[config.mk]
export PLATFORM = sky130hd
export DESIGN_NAME = hcp_back
export DESIGN_NICKNAME = d
export VERILOG_FILES = /design/src/design/hcp_pkg.sv /design/src/design/hcp_back.sv
export SDC_FILE = /design/constraint.sdc
export NUM_CORES = 1
export LEC_CHECK = 0
export BUFFER_PORTS_ARGS = -buffer_cell sky130_fd_sc_hd__buf_2
export CORE_MARGIN = 1.5
export CORE_UTILIZATION = 50
export DETAILED_ROUTE_END_ITERATION = 12
export PLACE_DENSITY = 0.68
export SYNTH_ARGS = -nofsm -noshare
export SYNTH_HDL_FRONTEND = slang
export SYNTH_SLANG_ARGS = --single-unit
[constraint.sdc]
create_clock -name clock -period 7.7 [get_ports clock]
set_input_delay 0.77 -clock clock [delete_from_list [all_inputs] [get_ports clock]]
set_output_delay 0.77 -clock clock [all_outputs]
set_load 0.02 [all_outputs]
[src/design/hcp_pkg.sv]
// Shared constants and types for the Huffman code packer.
package hcp_pkg;

   localparam int MAX_CODE_LEN   = 16;
   localparam int SYMBOL_COUNT   = 256;
   localparam int CODE_WORD_BITS = 16;
   localparam int LEN_CAP        = (MAX_CODE_LEN < CODE_WORD_BITS) ? MAX_CODE_LEN
                                                                   : CODE_WORD_BITS;

   localparam int IQ_DEPTH      = 2;
   localparam int IQ_PTR_BITS   = 1;
   localparam int IQ_COUNT_BITS = $clog2(IQ_DEPTH + 1);
   localparam int RQ_DEPTH      = 4;
   localparam int RQ_PTR_BITS   = 2;
   localparam int RQ_COUNT_BITS = $clog2(RQ_DEPTH + 1);

   localparam logic [1:0] MODE_LOAD   = 2'd0;
   localparam logic [1:0] MODE_ENCODE = 2'd1;
   localparam logic [1:0] MODE_FLUSH  = 2'd2;

   typedef enum logic [1:0] {
      KIND_ENCODE = 2'd0,
      KIND_MISS   = 2'd1,
      KIND_FLUSH  = 2'd2
   } kind_type;

   typedef struct packed {
      kind_type                  kind;
      logic [CODE_WORD_BITS-1:0] code;
      logic [4:0]                length;
   } item_type;

   typedef struct packed {
      logic [7:0] out_byte;
      logic       is_count;
      logic       is_last;
      logic       error;
   } result_type;

   typedef struct packed {
      logic full;
      logic empty;
   } queue_status_type;

endpackage

[src/design/hcp_back.sv]
// Back end: bit packer, pending byte state and result queue.
module hcp_back import hcp_pkg::*; (
   input  logic             clock,
   input  logic             reset,
   input  queue_status_type iq_status,
   input  item_type         head,
   output logic             iq_pop,
   input  logic             rsp_pop,
   output logic             rsp_empty,
   output logic [7:0]       rsp_out_byte,
   output logic             rsp_is_count,
   output logic             rsp_is_last,
   output logic             rsp_error
);

   logic [7:0]               pend_byte_ff, pend_byte_in;
   logic [2:0]               pend_count_ff, pend_count_in;
   result_type               rq_ff [RQ_DEPTH];
   logic [RQ_PTR_BITS-1:0]   wr_ptr_ff, rd_ptr_ff;
   logic [RQ_COUNT_BITS-1:0] count_ff, count_in;

   logic        go, pop_ok;
   logic [1:0]  n_res;
   result_type  res0, res1;
   logic [31:0] code_wide;
   logic [15:0] code_lj;
   logic [23:0] window;
   logic [4:0]  total;

   // room for two results before taking the next request
   assign go     = !iq_status.empty && (count_ff <= RQ_COUNT_BITS'(RQ_DEPTH - 2));
   assign iq_pop = go;
   assign pop_ok = rsp_pop && !rsp_empty;

   assign code_wide = {16'b0, head.code} << (5'(CODE_WORD_BITS) - head.length);
   assign code_lj   = code_wide[15:0];
   assign window    = {pend_byte_ff, 16'b0} | ({code_lj, 8'b0} >> pend_count_ff);
   assign total     = 5'(pend_count_ff) + head.length;

   always_comb begin
      n_res         = 2'd0;
      res0          = '0;
      res1          = '0;
      pend_byte_in  = pend_byte_ff;
      pend_count_in = pend_count_ff;
      case (head.kind)
         KIND_ENCODE: begin
            n_res          = total[4:3];
            res0.out_byte  = window[23:16];
            res0.is_last   = (total[4:3] == 2'd1);
            res1.out_byte  = window[15:8];
            res1.is_last   = 1'b1;
            pend_count_in  = total[2:0];
            case (total[4:3])
               2'd0:    pend_byte_in = window[23:16];
               2'd1:    pend_byte_in = window[15:8];
               default: pend_byte_in = window[7:0];
            endcase
         end
         KIND_MISS: begin
            n_res        = 2'd1;
            res0.is_last = 1'b1;
            res0.error   = 1'b1;
         end
         KIND_FLUSH: begin
            n_res         = (pend_count_ff != 3'd0) ? 2'd2 : 2'd0;
            res0.out_byte = pend_byte_ff;
            res1.out_byte = {5'b0, pend_count_ff};
            res1.is_count = 1'b1;
            res1.is_last  = 1'b1;
            pend_byte_in  = 8'd0;
            pend_count_in = 3'd0;
         end
         default: begin
            n_res = 2'd0;
         end
      endcase
   end

   assign count_in = count_ff + (go ? RQ_COUNT_BITS'(n_res) : '0)
                   - RQ_COUNT_BITS'(pop_ok);

   always_ff @(posedge clock) begin
      if (reset) begin
         pend_byte_ff  <= 8'd0;
         pend_count_ff <= 3'd0;
         wr_ptr_ff     <= '0;
         rd_ptr_ff     <= '0;
         count_ff      <= '0;
      end else begin
         if (go) begin
            pend_byte_ff  <= pend_byte_in;
            pend_count_ff <= pend_count_in;
            wr_ptr_ff     <= wr_ptr_ff + RQ_PTR_BITS'(n_res);
         end
         if (pop_ok) begin
            rd_ptr_ff <= rd_ptr_ff + 1'b1;
         end
         count_ff <= count_in;
      end
   end

   always_ff @(posedge clock) begin
      if (go && (n_res != 2'd0)) begin
         rq_ff[wr_ptr_ff] <= res0;
      end
      if (go && (n_res == 2'd2)) begin
         rq_ff[wr_ptr_ff + 1'b1] <= res1;
      end
   end

   assign rsp_empty    = (count_ff == '0);
   assign rsp_out_byte = rq_ff[rd_ptr_ff].out_byte;
   assign rsp_is_count = rq_ff[rd_ptr_ff].is_count;
   assign rsp_is_last  = rq_ff[rd_ptr_ff].is_last;
   assign rsp_error    = rq_ff[rd_ptr_ff].error;

endmodule

==> metrics.txt <==
Die H=104 µm; DRT antenna net count=0; final instance area=0.00556 mm²; FMAX=0.210 GHz; vias after detailed routing=4557; RSZ-0062 raised after global routing=false; Fin Setup TNS=0 ns; Post-synth EDFFs=40; PostCTS Resize Cnt=0; Worst path slowest cell=ha_1; nets=588; fin. max-slew vios=0; final wirelength=13800 µm; DP HPWL=10200 µm; startpoint types=input port; skew final=0.00742 ns; vias in the first global route=4461; P_leak=0.00199 µW; Worst Path Class, Setup=in -> reg; fin cells=688; Max-cap violations=0; Yosys cell types=69; worst-skew pair later-pin latency=0.34 ns; Ant. Diodes=0; GPL Wtd Cong=0.946; endpoint type of the worst setup path=register; hold buffers post-CTS=0; antenna violations before repair=0; final hold violations=0; syn avg cell area=9.58 µm²; DIE AREA=0.0108 mm²; # setup viols final=0; post-synthesis sequential area ratio=0.331; Inst Count DP=672; Required @ worst endpoint=7.90 ns; Max-slew headroom=0.380; Crit path max-delay family=compound AO/OA/AOI/OAI gates; FP Rows=36; CP Cell Sequence=buf_2, inv_1, ha_1, mux2i_1, mux4_1, a211o_1, nand2_1, o211ai_1, a211oi_1, a221o_1; asr flop ratio synth=0; crit share post-route=0.619; clk buf depth=2; Peak supply drop=0.000109 V; DRC=0; Post-Syn Nets=569; core footprint=0.00982 mm²; Hold Path Class=reg -> reg; Area Overhead vs Synth=9.37%; 1st-iter DRT viols=418; Post-CTS Setup Repair Bufs=0; CTS tree=done; Largest stage delay, worst path=0.96 ns; Num Clock Sinks=64; placed cell area=0.00532 mm²; top_reg_cell synth=edfxtp_1; Syn Std Cell Area=0.00509 mm²; grt total ovfl=0; CTS root buffer=clkbuf_8; Die W=104 µm; Min Clock Period, post-route=4.77 ns; critical-path maximum fanout=22; outcome=finished, final reports clean; drt pass-1 iters=6; Yosys reg bits=64; Via density=6.62; GRT Overall Usage=0.264; I/O Pins=41; crit path DAT=4.97 ns; synth warn=0; port bufs=39; Reg area=0.00168 mm²; CTS buffer count=9; Fillers=908; DR WL/cell=20.1 µm; first-pass GRT wire length=22900 µm; Worst-Margin Slew=0.930 ns; Syn Inst Count=531; H-Tree Depth=3; layout cell share with drive strength beyond 1=0.180; Initial Util=0.518; power density over cell area=220 mW/mm²; largest net degree at the start of global routing=29; area of the multi-input gates=0.00318 mm²; Buf+Inv Stages, Crit Path=2; Worst Hold Margin=0.459 ns; Worst-path clk slew=0.07 ns
registers in the layout, summed over array words and instances, names as in the netlist, named ones only:
| signal | count |
|---|---|
| rd_ptr_ff | 2 |
| wr_ptr_ff | 2 |
| pend_count_ff | 3 |
| pend_byte_ff | 8 |
| rq_ff | 44 |
| count_ff | 3 |
power by group:
group	total, µW	internal, µW	switching (µW)
sequential	440	402	38.2
clock	357	216	141
combinational	425	180	245
layout by cell type, fill, tap and decap left out, types with 7 or more instances in the layout:
master,count
o32ai_1,9
nor2b_1,8
a2bb2oi_1,9
nor2_1,58
dfxtp_1,24
o22ai_1,8
a211oi_1,13
edfxtp_1,40
buf_2,39
ha_1,8
mux2_2,7
o21ai_0,22
a21oi_1,29
nand2_1,56
mux2i_1,25
clkbuf_8,9
nand2b_1,8
and2_1,8
o211ai_1,7
nor3_1,16
mux4_2,23
inv_1,11
final cells by class:
cell class / count / share of cell area
well taps: 133 / 0.0299
flip-flops and latches: 64 / 0.302
clock buffers: 9 / 0.0223
repair buffers: 45 / 0.0432
inverters: 14 / 0.00945
multi-input cells: 416 / 0.572
clock inverters: 7 / 0.0214
synth_stat cells (5+ instances only):
cell | instances | share of area
nor2_1 | 58 | 0.043
nand2_1 | 56 | 0.041
edfxtp_1 | 40 | 0.24
a21oi_1 | 29 | 0.029
clkbuf_1 | 26 | 0.019
mux2i_1 | 25 | 0.049
dfxtp_1 | 24 | 0.094
mux4_2 | 23 | 0.10
o21ai_0 | 22 | 0.022
nor3_1 | 16 | 0.016
a211oi_1 | 13 | 0.019
inv_1 | 11 | 0.0081
a2bb2oi_1 | 9 | 0.015
o32ai_1 | 9 | 0.015
and2_1 | 8 | 0.0098
ha_1 | 8 | 0.020
nand2b_1 | 8 | 0.0098
nor2b_1 | 8 | 0.0098
o22ai_1 | 8 | 0.0098
mux2_2 | 7 | 0.015
o211ai_1 | 7 | 0.010
a21o_1 | 6 | 0.0089
nand3_1 | 6 | 0.0059
o2bb2ai_1 | 6 | 0.010
xor2_1 | 6 | 0.010
a221o_1 | 5 | 0.0098
nor4_1 | 5 | 0.0062
xnor2_1 | 5 | 0.0086
worst min-delay path, cell delays in order, from the launching register on:
cell	delay, ns
dfxtp_1	0.31
nand2_1	0.05
a21oi_1	0.05
through the flow:
step | setup slack (ns) | utilization | power [µW]
3_5_place_dp | 2.77 | 0.542 | 868
6_report | 2.93 | 0.567 | 1220
4_1_cts | 3.04 | 0.567 | 1220
3_3_place_gp | 2.80 | 0.542 | 855
2_1_floorplan | 3.72 | - | 759
5_1_grt | 2.65 | 0.567 | 1280
cell families (layout without fill, tap and decap cells):
family                   count (synthesis)  after routing  share of synthesized area
AO/OA/AOI/OAI                          160            160                      0.233
XOR/XNOR                                11             11                     0.0189
AND/OR/NAND/NOR                        176            176                      0.158
buffers and inverters                   51             75                     0.0443
multiplexers                            59             59                      0.187
flip-flops                              64             64                      0.331
adder cells (fa/ha/maj)                 10             10                     0.0276
path summary, 6_finish.rpt:
| check | start | end | slack, ns | depth (start not counted) |
|---|---|---|---|---|
| max | head[0] | rq_ff[3][4]$_DFFE_PP_ | 2.93 | 10 |
| min | rq_ff[0][0]$_SDFFE_PP0N_ | rq_ff[0][0]$_SDFFE_PP0N_ | 0.46 | 2 |
| max reg2reg | pend_count_ff[1]$_SDFFE_PP0P_ | rq_ff[3][10]$_DFFE_PP_ | 2.97 | 9 |
| min reg2reg | rq_ff[0][0]$_SDFFE_PP0N_ | rq_ff[0][0]$_SDFFE_PP0N_ | 0.46 | 2 |
per-layer routing:
layer  share of wire  GRT usage  vias to the layer above
met5               0          0                        -
met4           0.026      0.100                        0
li1                -          -                     2098
met2            0.50      0.459                      221
met1            0.41      0.328                     2202
met3           0.067     0.0439                       36
Note: power is estimated with default switching activity, not from simulation.
