[config.mk]
export PLATFORM = sky130hd
export DESIGN_NAME = hcp_item_queue
export DESIGN_NICKNAME = d
export VERILOG_FILES = /design/src/design/hcp_pkg.sv /design/src/design/hcp_item_queue.sv
export SDC_FILE = /design/constraint.sdc
export NUM_CORES = 1
export LEC_CHECK = 0
export ABC_AREA = 1
export BUFFER_PORTS_ARGS = -buffer_cell sky130_fd_sc_hd__buf_2
export CAP_MARGIN = 20
export CORE_UTILIZATION = 45
export CTS_BUF_LIST = sky130_fd_sc_hd__clkbuf_8 sky130_fd_sc_hd__clkbuf_16
export CTS_CLUSTER_DIAMETER = 40
export CTS_CLUSTER_SIZE = 40
export DETAILED_ROUTE_END_ITERATION = 8
export PLACE_DENSITY = 0.79
export SLEW_MARGIN = 20
export SYNTH_ARGS = -nofsm -noshare
export SYNTH_HDL_FRONTEND = slang
export SYNTH_SLANG_ARGS = --single-unit
[constraint.sdc]
create_clock -name clock -period 1.8 [get_ports clock]
set_clock_uncertainty 0.1 [all_clocks]
set_input_delay 0.36 -clock clock [delete_from_list [all_inputs] [get_ports clock]]
set_output_delay 0.36 -clock clock [all_outputs]
set_load 0.01 [all_outputs]
[src/design/hcp_pkg.sv]
// Shared constants and types for the Huffman code packer.
package hcp_pkg;

   localparam int MAX_CODE_LEN   = 16;
   localparam int SYMBOL_COUNT   = 256;
   localparam int CODE_WORD_BITS = 16;
   localparam int LEN_CAP        = (MAX_CODE_LEN < CODE_WORD_BITS) ? MAX_CODE_LEN
                                                                   : CODE_WORD_BITS;

   localparam int IQ_DEPTH      = 2;
   localparam int IQ_PTR_BITS   = 1;
   localparam int IQ_COUNT_BITS = $clog2(IQ_DEPTH + 1);
   localparam int RQ_DEPTH      = 4;
   localparam int RQ_PTR_BITS   = 2;
   localparam int RQ_COUNT_BITS = $clog2(RQ_DEPTH + 1);

   localparam logic [1:0] MODE_LOAD   = 2'd0;
   localparam logic [1:0] MODE_ENCODE = 2'd1;
   localparam logic [1:0] MODE_FLUSH  = 2'd2;

   typedef enum logic [1:0] {
      KIND_ENCODE = 2'd0,
      KIND_MISS   = 2'd1,
      KIND_FLUSH  = 2'd2
   } kind_type;

   typedef struct packed {
      kind_type                  kind;
      logic [CODE_WORD_BITS-1:0] code;
      logic [4:0]                length;
   } item_type;

   typedef struct packed {
      logic [7:0] out_byte;
      logic       is_count;
      logic       is_last;
      logic       error;
   } result_type;

   typedef struct packed {
      logic full;
      logic empty;
   } queue_status_type;

endpackage

[src/design/hcp_item_queue.sv]
// Two-entry queue of classified requests between front and back end.
module hcp_item_queue import hcp_pkg::*; (
   input  logic             clock,
   input  logic             reset,
   input  logic             push,
   input  item_type         push_item,
   input  logic             pop,
   output queue_status_type status,
   output item_type         head
);

   item_type                 slot_ff [IQ_DEPTH];
   logic [IQ_PTR_BITS-1:0]   wr_ptr_ff, rd_ptr_ff;
   logic [IQ_COUNT_BITS-1:0] count_ff, count_in;

   assign count_in = count_ff + IQ_COUNT_BITS'(push) - IQ_COUNT_BITS'(pop);

   always_ff @(posedge clock) begin
      if (reset) begin
         wr_ptr_ff <= '0;
         rd_ptr_ff <= '0;
         count_ff  <= '0;
      end else begin
         if (push) begin
            wr_ptr_ff <= wr_ptr_ff + 1'b1;
         end
         if (pop) begin
            rd_ptr_ff <= rd_ptr_ff + 1'b1;
         end
         count_ff <= count_in;
      end
   end

   always_ff @(posedge clock) begin
      if (push) begin
         slot_ff[wr_ptr_ff] <= push_item;
      end
   end

   assign status.full  = (count_ff == IQ_COUNT_BITS'(IQ_DEPTH));
   assign status.empty = (count_ff == '0);
   assign head         = slot_ff[rd_ptr_ff];

endmodule

==> results.txt, run 1 <==
- Total stage count of the critical path: 3
- Share of the synthesized area in the top cell type: 0.7306
- H-Tree Depth: 2
* Post-synthesis average cell area: roughly 18 sq um
- Worst Setup Start Kind: register
- Worst slew margin relative to its limit: 0.8568
- Entering global routing, the biggest net connects 17 pins.
- In the final routed layout, each cell accounts on average for roughly 14 um.
- Die W: roughly 67 um
- Number of buffers added by the clock tree synthesis step: 5
* Top post-synthesis cells by area: edfxtp_1 (73%), mux2_2 (14%), dfxtp_1 (5.3%)
* Peak VDD IR: roughly 0.52 mV
- Internal power summed over all cells: roughly 1.8 mW
* Max-capacitance violation count: 0
* Required time of the critical path: about 1.3 ns
* RSZ-0062 raised after global routing: true
- Cell variety after synth: 12
* Diodes inserted: 0
- Signal arrival time at the worst endpoint: 1.31 ns
* Number of synthesized register bits: 51
- Total cell area at the placement stage: around 0.0022 sq mm
* Syn Nets: between 100 and 150
- The filler cells instantiated in the layout total 339.
- The wire-length estimate of the detail-placed layout is approximately 2300 um.
- Setup violations remaining at the end of the flow were counted as 0.
- Final clock period utilization by the worst path: 0.9823
* Floorplan Core Area: slightly above 0.004 sq mm
* Most crowded layer after global routing: met2
- Met2 Track Usage GR: 0.2525
- Total gr overflow: 0
- Critical setup path kind: register to output port
- Sum of negative setup slack: 0 ns
- Counting instances, the worst hold path has a depth of 1.
* Post-synthesis cell count: roughly 100
- In the global route stage, met3 resource usage came out at 0.04281.
- The clock drives 51 sinks.
- TritonCTS built the clock tree.
- Clock latency on the worst-skew pair: roughly 0.30 ns
- In the routed layout, each cell is associated on average with a via count of between 4 and 5.
- The largest single stage delay on the critical path is 0.35 ns.
* Count of synthesis-stage warnings from yosys: 0
* CTS root buffer: clkbuf_8
- The via count of the first global-routing pass came to a little over 1000.
* Area of the die: between 0.004 and 0.005 sq mm
- Part of the power in registers: 0.598
- Of the total power, the share spent switching nets is 0.2311.
- Remaining antenna violation count: 0
* First-pass GRT wire length: approximately 4600 um
- After detailed routing, the total wire length is 3065 um.
- Count of non-filler cells in the finished layout: between 200 and 250
* Final #Nets: between 150 and 200
- In this run the core area contains 23 standard-cell rows.
* Worst hold-check slack: between 0.1 and 0.15 ns
- Area leader, netlist: edfxtp_1
- The total count of hold-check failures in the final report was 0.
- Routability-driven placement congestion ratio: 0.6337
- The area growth from synthesis to layout is 23.10%.
- Once the clock tree was built, the setup fixing pass inserted 0 buffers.
* Gate family responsible for the most delay along the worst path: flip-flops
- At the pin with the least slew margin, the transition time is approximately 0.21 ns.
- The share of total power dissipated in the clock network is 0.271.
- In the final layout, flip-flops and latches occupy between 0.001 and 0.0015 sq mm.
- Multi-input logic area: 355.3 sq um
- Number of antenna violations at the first check in global routing: 0
* Global Route met1 Usage: 0.1667
- Peak Freq: ~0.57 GHz
- Status: finished, final reports clean
* Proportion of layout cells with a drive suffix above 1: 0.5361
- Type of element capturing the critical path: output port
* Vias: 1015
* First-iteration detailed-routing DRC count: 51
* P_leak: slightly above 0.9 nW
* # DRC: 0
- Before antenna repair, the detailed router went through 4 iterations.
- Among all stages on the critical path, the largest delay is contributed by dfxtp_2.
- Placed Instances: approximately 210
- Number of cells on the worst reg-to-reg path: 8
* Die Y: about 67 um
- Overall routing resource usage: 0.1519
- The synthesized netlist occupies a cell area of roughly 0.0019 sq mm.
- For this design the ratio of total power to cell area is between 900 and 1000 mW/mm^2.
- The tightest min-delay check is of the input pin to register type.
* Number of buffer cells added on primary ports: just over 50
- Final design instance area without fill: 0.002327 sq mm
* Combined buffer and inverter count along the critical path: 2
- The initial utilization of the core area, before any placement, comes to 0.4693.
- Minimum period implied by the final worst setup slack: between 1.5 and 2 ns
- Portion of total power attributed to combinational logic: 0.131
- Fraction of the yosys area taken by sequential cells: 0.7836
- Traced cell by cell, the critical path runs through buf_6 -> mux2_2 -> buf_2.
- In this run the worst path has a maximum fanout of 12.
- Clock slew seen by the registers of the worst setup and hold paths: roughly 0.090 ns
- The number of max-slew violations in the final report was 0.
- IO Count: between 50 and 60
* Max Buffers Root-to-Sink: 2
* Sw power: around 540 uW
cell usage after synthesis:
master and instances:
nand3_1 1, a21oi_1 1, xnor2_1 1, inv_1 9
dfxtp_1 5, nand2_1 4, nor3_1 1, nor2_1 8
buf_6 2, mux2_2 23, ha_1 2, edfxtp_1 46
registers in the layout, indices dropped and copies added, names as in the netlist, named ones only:
register   flops
slot_ff       46
rd_ptr_ff      1
count_ff       2
wr_ptr_ff      1
power groups by stage:
stage / Combinational, mW / Sequential [mW] / Clock [mW]
2_1_floorplan: 0.179 / 1.41 / 0
3_3_place_gp: 0.296 / 1.41 / 0
3_5_place_dp: 0.306 / 1.41 / 0
4_1_cts: 0.311 / 1.39 / 0.648
5_1_grt: 0.337 / 1.39 / 0.686
6_report: 0.304 / 1.39 / 0.627
per-stage QoR:
| stage | power, mW | util | worst slack (ns) |
|---|---|---|---|
| floorplan | 1.588 | - | 0.3106 |
| global placement | 1.703 | 0.5543 | 0.3266 |
| detailed placement | 1.720 | 0.5543 | 0.3079 |
| CTS | 2.346 | 0.5776 | 0.01178 |
| global route | 2.416 | 0.5776 | -0.02573 |
| finish | 2.316 | 0.5776 | 0.03183 |
path summary, 6_finish.rpt:
path,start,endpoint,slack (ns)
setup / recovery,register,head[1],0.03
hold / removal,push_item[0],slot_ff[1][0],0.14
setup reg to reg,count_ff[0],count_ff[1],0.40
hold reg to reg,rd_ptr_ff,rd_ptr_ff,0.43
layer usage:
layer,share of wire,vias up
li1,-,499
met1,0.39,468
met2,0.51,40
met3,0.070,8
met4,0.029,0
met5,0,-
placed cells by master, fill, tap and decap left out:
| master | synthesis | final |
|---|---|---|
| buf_2 | 0 | 51 |
| edfxtp_1 | 46 | 46 |
| mux2_2 | 23 | 23 |
| inv_1 | 9 | 10 |
| nor2_1 | 8 | 7 |
| clkbuf_8 | 0 | 5 |
| nand2_1 | 4 | 4 |
| dfxtp_1 | 5 | 4 |
| buf_4 | 0 | 4 |
| ha_1 | 2 | 2 |
| buf_6 | 2 | 2 |
| nor2_2 | 0 | 1 |
| xnor2_1 | 1 | 1 |
| nor3_1 | 1 | 1 |
| a21oi_1 | 1 | 1 |
| nand3_1 | 1 | 1 |
| dfxtp_2 | 0 | 1 |
| clkinvlp_4 | 0 | 1 |
| clkinv_2 | 0 | 1 |
layout make-up:
cell class | instances | area share
Sequential cell | 51 | 0.6371
Multi-Input combinational cell | 41 | 0.1527
Timing Repair Buffer | 57 | 0.1323
Clock buffer | 5 | 0.02957
Tap cell | 50 | 0.02688
Inverter | 9 | 0.01452
Clock inverter | 3 | 0.006989
repair_timing:
| action | 4_1_cts | 5_1_grt |
|---|---|---|
| endpoints found under the setup margin | 13 | 22 |
| hold buffers | 0 | 0 |
| gates cloned | 0 | 0 |
| gates resized for setup | 3 | 0 |
logic make-up after synthesis:
logic type	Yosys count	synth area share
AO/OA/AOI/OAI	1	0.002645
XOR/XNOR	1	0.004634
adder cells (fa/ha/maj)	2	0.01323
buffers and inverters	11	0.02978
flip-flops	51	0.7836
multiplexers	23	0.1370
AND/OR/NAND/NOR	14	0.02911
(Power assumes the default switching activity.)
==> run 2: changes to the inputs <==
--- a/config.mk
+++ b/config.mk
@@ -13,7 +13,7 @@
 export CTS_CLUSTER_DIAMETER = 40
 export CTS_CLUSTER_SIZE = 40
 export DETAILED_ROUTE_END_ITERATION = 8
-export PLACE_DENSITY = 0.79
+export PLACE_DENSITY = 0.74
 export SLEW_MARGIN = 20
 export SYNTH_ARGS = -nofsm -noshare
 export SYNTH_HDL_FRONTEND = slang
==> run 2 against run 1 <==
Sequential power barely moved. Register-to-register slack got worse by 0.05 ns. Cell count fell by 0.93%. Largest power group unchanged. Highest routed layer unchanged.
==> results.txt, run 2 (synthesis gave the netlist of run 1 again) <==
- Status: finished, final reports clean
- Number of buffer cells added on primary ports: between 50 and 60
- Hold bufs inserted after CTS: 0
- The register with the most flip-flops in the layout has between 40 and 50 of them.
- From bottom edge to top edge, the die measures about 67 um.
- After detailed routing, the number of remaining DRC violations is 0.
- The tree is rooted in a clkbuf_8.
- TritonCTS created 5 clock buffers.
- The min-delay analysis places its worst path in the category input pin to register.
* Signal arrival time at the worst endpoint: ~1.3 ns
* First-pass detailed-route iteration total: 4
- Setup slack on the critical path of the routed design comes to about 0.049 ns.
- For this design the static power due to leakage is between 0.9 and 1 nW.
- Walking the worst path, the cells encountered are buf_12 -> mux2_2 -> buf_2.
- The worst setup path is captured at an output port.
* Remaining antenna violation count: 0
* Post-CTS resize count: 1
* First-pass GRT wire length: between 4000 and 5000 um
- In the global route stage, overall resource usage came out at 0.1570.
- The die covers roughly 0.0045 sq mm.
- The register with the most flip-flops in the final layout is slot_ff.
- Diodes inserted: 0
* First-iteration detailed-routing DRC count: 43
* RSZ-0062 raised after global routing: true
- Minimum setup slack among reg-to-reg paths: 0.35 ns
- Counting along the longest clock path gives a buffer depth of 2.
* Worst Setup Start Kind: register
* Max Transition Viols Final: 0
- Required time of the critical path: between 1 and 1.5 ns
- At the pin with the least slew margin, the transition time is ~0.25 ns.
- Hold Fails Final Rpt: 0
- For this run the aggregate overflow at the end of global routing stands at 0.
- Clock latency on the worst-skew pair: 0.28 ns
- The largest individual stage delay along the critical path comes from the cell dfxtp_2.
- In the final layout, the share of cells above drive strength 1 is 0.5305.
- Drt via density: between 4 and 5
- Register Area: about 0.0015 sq mm
- Final HPWL DP: 2294 um
* Gate family responsible for the most delay along the worst path: flip-flops
* CTS tree: built
- Post-CTS Setup Bufs: 0
- The final route contains about 1000 vias.
- The core region is ~0.004 sq mm.
* Power density over the cells: 1032 mW/mm^2
- Registers with the most flip-flops: slot_ff x46, count_ff x2
* Peak Freq: 0.5711 GHz
- Wires add up to roughly 3200 um.
- Number of antenna violations at the first check in global routing: 0
- IO Count: 52
- The worst setup path is of the register to output port kind.
* Leading cell type in the layout, fill and taps excluded: buf_2
- Compared with the post-synthesis result, the final layout area differs by 24.55%.
* Minimum period implied by the final worst setup slack: approximately 1.8 ns
- The net count of the finished layout is between 150 and 200.
* Wire length per cell after detailed routing: between 10 and 15 um
- Entering global routing, the biggest net connects 21 pins.
- Timing analysis after detailed placement gives a worst setup slack of 0.2805 ns.
* Finish-stage setup viols: 0
* Multi-input logic area: around 360 sq um
* Vias in the first global route: between 1000 and 1500
- In the finished design, the share of the clock period the worst path needs comes to 0.9728.
- Commonest cells after routing, fill and taps aside: buf_2 (51), edfxtp_1 (46), mux2_2 (23), inv_1 (10), nor2_1 (7)
- The worst-case IR drop observed on VDD is around 0.60 mV.
- After floorplanning, the core was divided into 23 placement rows.
* Die W: around 67 um
- Measured against its own limit, the worst slew margin works out to 0.8325.
- The H-tree was split into 2 levels.
- Clock slew seen by the registers of the worst setup and hold paths: around 0.08 ns
- The tool flagged a number of max-cap violations equal to 0.
- Counting every sink on the clock net gives 51.
- Routability-driven placement congestion ratio: roughly 0.62
* Combined buffer and inverter count along the critical path: 2
- The layout has 340 filler cells.
* Largest incremental delay on the critical path: ~0.35 ns
* Largest fanout on the critical path: 17
* Initial core utilization: 0.4693
- Hold timing on the final database bottoms out at a slack of roughly 0.15 ns.
## run 2: path summary, 6_finish.rpt
path                      from             to  cells after the start
hold / removal    push_item[5]  slot_ff[0][5]                      1
setup / recovery      register       head[18]                      3
hold reg to reg      rd_ptr_ff      rd_ptr_ff                      2
setup reg to reg   count_ff[0]    count_ff[1]                      8
## run 2: power breakdown
| group | switching, mW | internal, mW | leakage [nW] |
|---|---|---|---|
| sequential | 0.0221 | 1.37 | 0.474 |
| combinational | 0.162 | 0.154 | 0.410 |
| clock | 0.326 | 0.402 | 0.0554 |
| total | 0.510 | 1.92 | 0.939 |
## run 2: layout make-up
cell class / count / area share
Clock inverter: 2 / 0.01435
Timing Repair Buffer: 56 / 0.1350
Inverter: 9 / 0.01435
Sequential cell: 51 / 0.6296
Multi-Input combinational cell: 41 / 0.1509
Tap cell: 50 / 0.02657
Clock buffer: 5 / 0.02922
## run 2: stage by stage
| stage | power (mW) | instance area (sq um) | utilization | cells | TNS [ns] |
|---|---|---|---|---|---|
| floorplan | 1.588 | 1893 | - | 103 | 0 |
| finish | 2.431 | 2355 | 0.5845 | 214 | 0 |
| global route | 2.532 | 2355 | 0.5845 | 214 | -0.01747 |
| CTS | 2.459 | 2355 | 0.5845 | 214 | 0 |
| global placement | 1.711 | 2251 | 0.5587 | 207 | 0 |
| detailed placement | 1.734 | 2251 | 0.5587 | 207 | 0 |
## run 2: metal layers
| metal | vias to the layer above | GRT usage | part of all wire |
|---|---|---|---|
| li1 | 497 | - | - |
| met1 | 495 | 0.1678 | 0.42 |
| met2 | 31 | 0.2854 | 0.51 |
| met3 | 5 | 0.05137 | 0.050 |
| met4 | 0 | 0.05585 | 0.014 |
| met5 | - | 0 | 0 |
==> run 3: changes to the inputs <==
--- a/config.mk
+++ b/config.mk
@@ -13,7 +13,7 @@
 export CTS_CLUSTER_DIAMETER = 40
 export CTS_CLUSTER_SIZE = 40
 export DETAILED_ROUTE_END_ITERATION = 8
-export PLACE_DENSITY = 0.74
+export PLACE_DENSITY = 0.84
 export SLEW_MARGIN = 20
 export SYNTH_ARGS = -nofsm -noshare
 export SYNTH_HDL_FRONTEND = slang
==> run 3 against run 2 <==
The run now ends with negative setup slack left. Die area is the same. Count of clock-buffer cells in the layout is the same. Critical path depth is the same. Non-clock buffer count grew 3. Sequential share of layout area shrank 6.0 points. Utilization grew 6.3 points. First-iteration DRC count grew 19%. Worst hold slack lost 0.013 ns. Fmax shrank 3.0%.
==> results.txt, run 3 (synthesis gave the netlist of run 1 again) <==
* Largest register by flop count: slot_ff
- For this configuration, the core starts out at a cell density of 0.4693.
- The total count of hold-check failures in the final report came to 0.
- Diodes inserted: 0
* Critical setup path kind: register to output port
- The initial antenna violation count is 0.
- Across the whole layout, storage elements account for 0.001485 sq mm.
* H-Tree Depth: 2
- Count of non-filler cells in the finished layout: ~220
- Once the clock tree was built, the setup fixing pass inserted 0 buffers.
* Peak Freq: 0.5538 GHz
- Summed over all nets, the half-perimeter wirelength after detailed placement is roughly 2300 um.
- The largest registers in the layout are slot_ff x46, count_ff x2.
* RSZ-0062 raised after global routing: true
- Vias in the first global route: 1104
- Final routed wirelength across all metal layers: 3595 um
- Minimum setup slack among reg-to-reg paths: 0.32 ns
- Worst path setup slack after routing: -0.005802 ns
* Endpoint of the lowest-slack register-to-register path: count_ff[1]
- Area of the die: 0.004464 sq mm
- Clock latency on the worst-skew pair: around 0.3 ns
* Worst Setup Start Kind: register
* Max Transition Viols Final: 0
* Required time of the critical path: between 1 and 1.5 ns
* Floorplan Core Area: around 0.0040 sq mm
* IO Count: 52
- At the end of the flow, the number of nets in the layout was between 150 and 200.
- For this design the ratio of total power to cell area is about 950 mW/mm^2.
- Along the worst hold path, the cell count comes to 1.
* Signal arrival time at the worst endpoint: around 1.4 ns
- Summing all multi-input logic gate instances after layout gives approximately 410 sq um.
- Max-capacitance violation count: 0
- P_leak: around 1.1 nW
- The register with the most flip-flops in the layout has 46 of them.
- Routability-driven placement finished with a final weighted congestion of approximately 0.64.
- First-iteration detailed-routing DRC count: between 50 and 60
- Along the worst path, the maximum fanout reaches 5.
- After detailed routing, the number of vias per cell comes to between 4 and 5.
- End point of the most critical hold path: slot_ff[1][17]
- The pre-antenna-repair detailed-routing pass consisted of 4 iterations.
- Max Buffers Root-to-Sink: 2
* Clock net sink count: 51
- The initialized floorplan defines 23 standard-cell rows.
- Number of buffers added by the clock tree synthesis step: 5
- After detailed routing, the average wire length per cell comes to 16.49 um.
- Leaving out fill and tap cells, the most frequent cell in the layout is edfxtp_1.
* Hold path startpoint: push_item[17]
* Maximum number of pins on one net before global-route repair: 20
* Post-placement worst setup slack: roughly 0.23 ns
- Violated checks: negative setup slack
* Final clock period utilization by the worst path: 1.003
- Placed Instances: 207
- Summed over all layers, the global routing overflow is 0.
- In the global route stage, overall resource usage came out at 0.1593.
* Transition time of the tightest slew-check pin: 0.2927 ns
- The worst hold path belongs to the class input pin to register.
- Worst slew margin relative to its limit: 0.8047
* Worst hold-check slack: roughly 0.14 ns
- Die Y: between 60 and 70 um
- # DRC: 0
* Remaining antenna violation count: 0
- Die W: ~67 um
- Layout area overhead: 37.92%
- For the worst flop-to-flop path, the logic depth is 8.
- Number of fill cells in the layout: approximately 300
- The run finished, with violations left.
- Commonest cells after routing, fill and taps aside: edfxtp_1 (46), buf_2 (29), buf_6 (24), mux2_4 (15), inv_1 (9)
* CTS tree: built
- Minimum period implied by the final worst setup slack: roughly 1.8 ns
* Peak VDD IR: ~0.62 mV
- CTS placed an instance of clkbuf_8 at the clock tree root.
* Finish-stage setup viols: 1
- In the final timing run, aggregate negative setup slack is -0.005802 ns.
- After clock tree synthesis, the clock-pin slew on the worst setup and hold paths is 0.09 ns.
* Vias: roughly 1100
- Proportion of layout cells with a drive suffix above 1: 0.5476
- The worst setup path is captured at an output port.
* Startpoint of the most critical register-to-register path: count_ff[0]
- First-pass GRT wire length: between 4000 and 5000 um
- Number of buffer cells added on primary ports: 51
run 3: critical path, stage by stage (launching register included):
cell,delay [ns]
dfxtp_4,0.43
buf_6,0.15
mux2_2,0.34
buf_6,0.12
run 3: timing repair:
action | 4_1_cts | 5_1_grt
endpoints found under the setup margin | 21 | 22
cloned | 0 | 3
hold buffers | 0 | 0
gates resized for setup | 1 | 39
hold endpoints to repair | 0 | 0
run 3: layout make-up:
cell class,instances,share of cell area
Clock inverter,3,0.009597
Tap cell,50,0.02399
Clock buffer,5,0.02639
Timing Repair Buffer,59,0.1996
Sequential cell,51,0.5696
Multi-Input combinational cell,41,0.1579
Inverter,9,0.01296
run 3: power breakdown:
group          internal (mW)  switching, mW
sequential              1.37         0.0297
combinational          0.256          0.185
clock                  0.278          0.374
total                   1.90          0.589
run 3: worst max-delay path by stage:
stage | startpoint | to | slack, ns | depth (start not counted)
after floorplan | push | slot_ff[0][0] | 0.31 | 2
after CTS | register | head[15] | 0.006 | 3
after global placement | register | head[15] | 0.33 | 3
after detailed placement | pop | count_ff[1] | 0.23 | 8
after global routing | register | head[4] | -0.05 | 3
final | register | head[4] | -0.006 | 3
run 3: stage by stage:
stage / cell area [sq um] / power, mW / utilization
2_1_floorplan: 1893 / 1.588 / -
3_3_place_gp: 2251 / 1.707 / 0.5587
3_5_place_dp: 2251 / 1.731 / 0.5587
4_1_cts: 2346 / 2.376 / 0.5823
5_1_grt: 2608 / 2.592 / 0.6472
6_report: 2608 / 2.489 / 0.6472
run 3: metal layers:
layer	global-route usage	vias up	part of all wire
met4	0.07979	0	0.015
met2	0.2904	38	0.56
met3	0.05993	7	0.049
met1	0.1541	519	0.37
met5	0	-	0
li1	-	502	-
